### src/design/ebin_pkg.sv
// ebin_pkg: shared constants, types and helpers for the echogram energy binner
// no dependencies; imported by every module of the block
`default_nettype none
package ebin_pkg;

    // store geometry
    localparam int MAX_BINS  = 1024;
    localparam int MAX_BANDS = 8;
    localparam int DEPTH     = MAX_BANDS * MAX_BINS;
    localparam int ADDR_W    = $clog2(DEPTH);
    localparam int BIN_W     = $clog2(MAX_BINS);
    localparam int CNT_W     = ($clog2(MAX_BINS + 1) > 11) ? $clog2(MAX_BINS + 1) : 11;
    localparam int BCNT_W    = 6;
    localparam int HEXT_W    = (BIN_W > 10) ? BIN_W : 10;

    // field widths
    localparam int VAL_W  = 48;
    localparam int WORD_W = 32;
    localparam int DIV_W  = 32;
    localparam int STEP_W = $clog2(DIV_W);

    typedef enum logic [1:0] {
        ACT_ACCUM = 2'd0,
        ACT_READ  = 2'd1,
        ACT_CLEAR = 2'd2,
        ACT_NOP   = 2'd3
    } t_action;

    typedef enum logic [1:0] {
        CFG_BIN_WIDTH  = 2'd0,
        CFG_BIN_COUNT  = 2'd1,
        CFG_BAND_COUNT = 2'd2
    } t_cfg_index;

    // divider request and response
    typedef struct packed {
        logic              start;
        logic [DIV_W-1:0]  dividend;
        logic [DIV_W-1:0]  divisor;
    } t_div_req;

    typedef struct packed {
        logic              done;
        logic [DIV_W-1:0]  quotient;
    } t_div_rsp;

    // store write port
    typedef struct packed {
        logic              en;
        logic [ADDR_W-1:0] addr;
        logic [VAL_W-1:0]  data;
    } t_mem_wr;

    // highest mark as shown at the port, saturating at 1023
    function automatic logic [9:0] hi_out(input logic [BIN_W-1:0] h);
        logic [HEXT_W-1:0] ext;
        ext = HEXT_W'(h);
        return (ext > HEXT_W'(1023)) ? 10'd1023 : ext[9:0];
    endfunction

endpackage
`default_nettype wire

### src/design/ebin_divider.sv
// ebin_divider: restoring radix-2 divider, one quotient bit per cycle
// depends on ebin_pkg; a zero divisor yields an all-ones quotient
`default_nettype none
module ebin_divider
    import ebin_pkg::*;
(
    input  wire logic     i_clk,
    input  wire logic     i_rst_n,
    input  wire t_div_req i_req,
    output t_div_rsp      o_rsp
);

    logic              r_busy;
    logic              r_done;
    logic [STEP_W-1:0] r_cnt;
    logic [DIV_W-1:0]  r_num;
    logic [DIV_W-1:0]  r_rem;
    logic [DIV_W-1:0]  r_den;

    logic [DIV_W:0]    shifted;
    logic [DIV_W:0]    diff;
    logic              ge;
    logic [DIV_W-1:0]  n_rem;

    // one trial subtraction
    always_comb begin
        shifted = {r_rem, r_num[DIV_W-1]};
        diff    = shifted - {1'b0, r_den};
        ge      = shifted >= {1'b0, r_den};
        n_rem   = ge ? diff[DIV_W-1:0] : shifted[DIV_W-1:0];
    end

    // step sequencing
    always_ff @(posedge i_clk) begin
        if (!i_rst_n) begin
            r_busy <= 1'b0;
            r_done <= 1'b0;
            r_cnt  <= '0;
        end else begin
            r_done <= 1'b0;
            if (i_req.start) begin
                r_busy <= 1'b1;
                r_cnt  <= STEP_W'(DIV_W - 1);
            end else if (r_busy) begin
                r_cnt <= r_cnt - 1'b1;
                if (r_cnt == '0) begin
                    r_busy <= 1'b0;
                    r_done <= 1'b1;
                end
            end
        end
    end

    // datapath: quotient bits shift in from the bottom
    always_ff @(posedge i_clk) begin
        if (i_req.start) begin
            r_num <= i_req.dividend;
            r_rem <= '0;
            r_den <= i_req.divisor;
        end else if (r_busy) begin
            r_num <= {r_num[DIV_W-2:0], ge};
            r_rem <= n_rem;
        end
    end

    assign o_rsp.done     = r_done;
    assign o_rsp.quotient = r_num;

endmodule
`default_nettype wire

### config.mk
export PLATFORM = sky130hd
export DESIGN_NAME = ebin_divider
export DESIGN_NICKNAME = d
export VERILOG_FILES = /design/src/design/ebin_pkg.sv /design/src/design/ebin_divider.sv
export SDC_FILE = /design/constraint.sdc
export NUM_CORES = 1
export LEC_CHECK = 0
export BUFFER_PORTS_ARGS = -buffer_cell sky130_fd_sc_hd__buf_2
export CAP_MARGIN = 30
export CORE_ASPECT_RATIO = 0.75
export CORE_MARGIN = 3
export CORE_UTILIZATION = 50
export DETAILED_ROUTE_END_ITERATION = 10
export GPL_ROUTABILITY_DRIVEN = 0
export PLACE_DENSITY = 0.73
export SKIP_LAST_GASP = 1
export SLEW_MARGIN = 40
export SYNTH_ARGS = -nofsm -noshare
export SYNTH_HDL_FRONTEND = slang
export SYNTH_SLANG_ARGS = --single-unit
### constraint.sdc
create_clock -name i_clk -period 2.96 [get_ports i_clk]
set_input_delay 0.444 -clock i_clk [delete_from_list [all_inputs] [get_ports i_clk]]
set_output_delay 0.444 -clock i_clk [all_outputs]
set_load 0.02 [all_outputs]
* Word level (Yosys, flattened, before mapping) *
Cells that the tools add are included.

storage, ports and cells
  register bits after elaboration = 103
  output and inout bits = 33
  word-level logic and storage cells = 23

operators by class
  muxes and demuxes = 9
  bitwise gates (word level) = 2
  add/subtract/negate cells = 2
  reduce and logical (&&, ||, !) cells = 3
  order comparisons = 1

operator list
  cell                   number
  $mux W32               3
  $ge A33 B32 Y1         1
  $sub A32 B32 Y32       1
  $mux W5                2
  $logic_not A5 Y1       1
  $sub A5 B1 Y5 const B  1
  $mux W1                4
  $reduce_or A3 Y1       1
  $not A1 Y1             2
  $reduce_bool A2 Y1     1

* Logic depth before layout (Yosys ltp) *
  depth after elaboration = 4
  gate-level depth with buffers = 14

* Worst setup path after synthesis *
No wires, ideal clock.

  path kind = flip-flop to flip-flop
  start = reg r_num[31]
  end = reg r_rem[18]
  clock period less this slack = 2.678 ns
  slack = 0.282 ns
  cell stages (with the launch flop) = 13
  buffers on the path = 0
  data arrival time = 2.603 ns
  path through = edfxtp_1 > inv_1 > ha_1 > fa_1 > nor2b_1 > o31a_1 > o21ai_1 > a211oi_1 > nor2b_1 > o21a_1 > nor2_1 > mux2_2 > o22ai_1

on the way
  cells in the longest elaborated chain, start to end = 2

ends and longest elaborated chain
  what                                                       line                                    RTL
  start: declaration                                         ebin_divider.sv:16                      logic [DIV_W-1:0] r_num;
  start signal: assignment                                   ebin_divider.sv:57                      r_num <= i_req.dividend;
  start signal: assignment                                   ebin_divider.sv:61                      r_num <= {r_num[DIV_W-2:0], ge};
  $sub A32 B32 Y32 / $ge A33 B32 Y1 (equally long branches)  ebin_divider.sv:28, ebin_divider.sv:29
  $mux W32 (*)                                               ebin_divider.sv:30                      n_rem = ge ? diff[DIV_W-1:0] : shifted[DIV_W-1:0];
  end signal: assignment                                     ebin_divider.sv:62                      r_rem <= n_rem;
  end: declaration                                           ebin_divider.sv:17                      logic [DIV_W-1:0] r_rem;

Mark *: on every way between the ends. The rest lies on a longest branch, timed or not.
A chain may end at the register's enable or synchronous reset.

* Final worst setup path *
  start = reg r_den[14]
  end = reg r_rem[18]

on the way
  cells in the longest elaborated chain, start to end = 2

ends and longest elaborated chain
  what                                                       line                                    RTL
  start: declaration                                         ebin_divider.sv:18                      logic [DIV_W-1:0] r_den;
  start signal: assignment                                   ebin_divider.sv:59                      r_den <= i_req.divisor;
  $sub A32 B32 Y32 / $ge A33 B32 Y1 (equally long branches)  ebin_divider.sv:28, ebin_divider.sv:29
  $mux W32 (*)                                               ebin_divider.sv:30

Marked as above.

==> metrics.log <==
INFO  metric run_status = complete, no violations
INFO  metric cts-buffers-inserted = 9
INFO  metric cts-root-buf = sky130_fd_sc_hd__clkbuf_16
INFO  metric post-route-drc-count = 0
INFO  metric dp_hpwl = 10.0 mm
INFO  metric synth_ff_type = sky130_fd_sc_hd__edfxtp_1
INFO  metric drv_cap = 0
INFO  metric grt_setup_unrepaired = yes
INFO  metric preCtsSetupSlack = 0.00549 ns
INFO  metric ctsLongestPathBuffers = 2
INFO  metric timing.slew.headroom = 0.500
INFO  metric worst_skew_pair.late_latency = 0.35 ns
INFO  metric critical_path_peak_fanout = 7
INFO  metric maxSlewViolCount = 0
INFO  metric gr-total-overflow = 0
INFO  metric antenna_violations_before_repair = 0
INFO  metric post_drt_wl_per_cell = 16.0 um
INFO  metric nets = 794
INFO  metric synthCells = 590
INFO  metric design_area = 7050 sq um
INFO  metric layout-area-overhead-vs-synth = 20.3%
INFO  metric iteration_0_drc_markers = 474
INFO  metric critical-path-slowest-cell = sky130_fd_sc_hd__ha_1
INFO  metric synth_area_per_cell = 9.92 sq um
INFO  metric synth.lib_cells_used.distinct = 56
INFO  metric synthesis.yosys.warnings = 0
INFO  metric worst_ep_required_time = about 3.2 ns
INFO  metric hold_violations = 0
INFO  metric number_of_synthesized_flops_with_an_enable_pin = 64
INFO  metric synth.yosys.seq_area_share = 0.462
INFO  metric worst_path_dominant_cell_family = simple AND/OR/NAND/NOR gates
INFO  metric static-leakage-power = 2.97 nW
INFO  metric grt_pass1_wl = 22.3 mm
INFO  metric crit_path_frequent_cell = sky130_fd_sc_hd__nand4_1
INFO  metric max_freq = 351 MHz
INFO  metric quantity_of_i_o_buffers_inserted_on_ports = 99
INFO  metric mappedNetlistArea = 5860 sq um
INFO  metric first_global_vias = 4533
INFO  metric ys_async_sr_fraction = 0
INFO  metric boundaryPins = 100
INFO  metric worst_setup_path_end_kind = register
INFO  metric core_area = 11200 sq um
INFO  metric maximum_number_of_pins_on_one_net_before_global_route_repair = a little under 50
INFO  metric placement_cell_area = between 6000 and 7000 sq um
INFO  metric cts.htree.levels = 3
INFO  metric tritoncts_clock_tree = yes
INFO  metric cp_num_buf_inv = 1
INFO  metric die_area = 13100 sq um
INFO  metric layout_commonest_cell = sky130_fd_sc_hd__buf_2
INFO  metric crit_type = reg -> reg
INFO  metric worstPathArrival = 3.13 ns
INFO  metric total_wirelength_of_the_detailed_routed_design = 13.7 mm
INFO  metric final_period_minus_worst_setup_slack = about 2.8 ns
INFO  metric floorplan.rows = 33
INFO  metric ir_drop = 0.317 mV
INFO  metric clock_skew = 0.00842 ns
INFO  metric drive_above_1_share = 0.274
INFO  metric most_frequent_cells_in_the_layout = sky130_fd_sc_hd__buf_2, sky130_fd_sc_hd__edfxtp_1, sky130_fd_sc_hd__nand2_1
INFO  metric start_util = 0.523
INFO  metric worst_path_largest_cell_delay = 0.43 ns
INFO  metric yosys_register_bits = 103
INFO  metric final_antenna_net_count = 0
INFO  metric fp.dieW = 131 um
INFO  metric clk_pin_slew_worst_paths = roughly 0.070 ns
INFO  metric finalWorstSetupSlack = 0.111 ns
INFO  metric routed-via-count = 4798
INFO  metric final_core_density = 0.630
INFO  metric synthesis.nets = 692
INFO  metric post_drt_via_cell_ratio = 5.62
INFO  metric report.final.setup_viol = 0
INFO  metric number_of_search_and_repair_iterations_in_the_first_detailed_routing_pass = 5
INFO  metric power-per-cell-area = 608 nW/um^2
INFO  metric post_cts_hold_buffer_count = 0
INFO  metric antenna_cells_inserted = 0
INFO  metric die_y = 99.7 um
INFO  metric min-delay-path-class = in -> reg
INFO  metric total_track_usage = 0.214
INFO  metric min_period_over_period = 0.963
INFO  metric path_cells = inv_1 -> ha_1 -> nand4_1 -> nor4_1 -> nand4_1 -> o221ai_2 -> a2111oi_4 -> nand2_2 -> nand2_1 -> a2111o_1 -> o22ai_1
INFO  metric numClockSinks = just over 100
INFO  metric start_kind = register
INFO  metric tightestPinTransition = 0.747 ns
-- path summary, 6_finish.rpt --
kind	from	end	slack [ns]	depth (start not counted)
max	r_den[14]	r_rem[18]	0.11	11
min	i_req[6]	r_den[6]	0.26	1
max reg2reg	r_den[14]	r_rem[18]	0.11	11
min reg2reg	r_rem[21]	r_rem[21]	0.50	2
-- synth_stat cells (2+ instances only) --
cell type | count | area (sq um)
sky130_fd_sc_hd__o22ai_1 | 3 | 18.8
sky130_fd_sc_hd__buf_4 | 3 | 22.5
sky130_fd_sc_hd__a31oi_1 | 5 | 31.3
sky130_fd_sc_hd__nor2b_1 | 8 | 50.1
sky130_fd_sc_hd__o21ai_1 | 2 | 10.0
sky130_fd_sc_hd__o221ai_1 | 3 | 26.3
sky130_fd_sc_hd__nor4_1 | 2 | 12.5
sky130_fd_sc_hd__nand2b_1 | 6 | 37.5
sky130_fd_sc_hd__nand4_1 | 11 | 68.8
sky130_fd_sc_hd__o21a_1 | 3 | 22.5
sky130_fd_sc_hd__a311oi_1 | 8 | 70.1
sky130_fd_sc_hd__xor2_1 | 12 | 105
sky130_fd_sc_hd__nor3_1 | 10 | 50.1
sky130_fd_sc_hd__o21ai_0 | 24 | 120
sky130_fd_sc_hd__dfxtp_1 | 39 | 781
sky130_fd_sc_hd__o41ai_1 | 2 | 17.5
sky130_fd_sc_hd__o31ai_1 | 5 | 37.5
sky130_fd_sc_hd__nor2_1 | 54 | 203
sky130_fd_sc_hd__inv_1 | 48 | 180
sky130_fd_sc_hd__edfxtp_1 | 64 | 1920
sky130_fd_sc_hd__clkbuf_1 | 18 | 67.6
sky130_fd_sc_hd__a21o_1 | 8 | 60.1
sky130_fd_sc_hd__and3_1 | 2 | 12.5
sky130_fd_sc_hd__buf_2 | 2 | 10.0
sky130_fd_sc_hd__a211oi_1 | 16 | 120
sky130_fd_sc_hd__and2_1 | 2 | 12.5
sky130_fd_sc_hd__xnor2_1 | 17 | 149
sky130_fd_sc_hd__ha_1 | 34 | 425
sky130_fd_sc_hd__o211ai_1 | 6 | 45.0
sky130_fd_sc_hd__nand2_1 | 56 | 210
sky130_fd_sc_hd__mux2i_1 | 9 | 90.1
sky130_fd_sc_hd__o21bai_1 | 4 | 30.0
sky130_fd_sc_hd__or3_1 | 2 | 12.5
sky130_fd_sc_hd__or4_1 | 2 | 15.0
sky130_fd_sc_hd__a21oi_1 | 45 | 225
sky130_fd_sc_hd__buf_1 | 2 | 7.51
sky130_fd_sc_hd__nor3b_1 | 3 | 22.5
sky130_fd_sc_hd__mux2_2 | 32 | 360
-- final cells by class --
| class | instances | area, sq um |
|---|---|---|
| tap | 157 | 196 |
| sequential | 103 | 2700 |
| clock inverter | 7 | 151 |
| clock buffer | 9 | 225 |
| inverter | 48 | 180 |
| fill | 925 | 4140 |
| timing repair buffer | 117 | 646 |
| multi-input combinational | 413 | 2950 |
-- worst reg2reg max path, delay by kind of cell (launching register included) --
family | cells | cell delay, ns
flops | 1 | 0.33
fa+ha+maj | 1 | 0.43
compound gates | 4 | 0.84
simple gates | 5 | 1.12
buf+inv | 1 | 0.05
-- per-layer routing --
layer	part of all wire	vias up	track usage
met5	0	-	0
met4	0.015	0	0.0569
met3	0.057	24	0.0397
met2	0.46	157	0.323
met1	0.47	2283	0.315
li1	-	2334	-
-- registers in the layout (all words and copies together), names as in the netlist --
name    cells
r_den      32
r_num      32
r_rem      32
r_cnt       5
r_busy      1
r_done      1
-- cell families (layout without fill, tap and decap cells) --
family                     count (synthesis)  in the layout  synth area share
DFF                                      103            103             0.462
AOI/OAI and AO/OA                        146            146             0.166
xor gates and xnor gates                  29             29            0.0434
and+or+nand+nor                          162            162             0.125
muxes                                     41             41            0.0769
buffers and inverters                     74            181            0.0511
adders and majority gates                 35             35            0.0761
-- report_power, final --
part | leakage [nW] | switching, mW | total [mW] | internal [mW]
Combinational | 1.83 | 0.618 | 1.06 | 0.446
Clock | 0.184 | 0.553 | 1.48 | 0.927
Sequential | 0.956 | 0.0718 | 1.74 | 1.67
Total | 2.97 | 1.24 | 4.29 | 3.04
-- metrics by stage --
stage	instances	total power [mW]	setup TNS, ns	hold WS [ns]
3_3_place_gp	834	2.74	0	0.467
5_1_grt	854	4.50	-0.0253	0.249
3_5_place_dp	834	2.77	0	0.481
2_1_floorplan	590	2.48	0	0.444
6_report	854	4.29	0	0.263
4_1_cts	850	4.26	0	0.254
-- what timing repair did --
action / in CTS / in global routing
setup buffers: 0 / 4
gates resized for setup: 1 / 17
setup endpoints to repair: 1 / 20
pin swaps: 0 / 7
(Power assumes the default switching activity.)
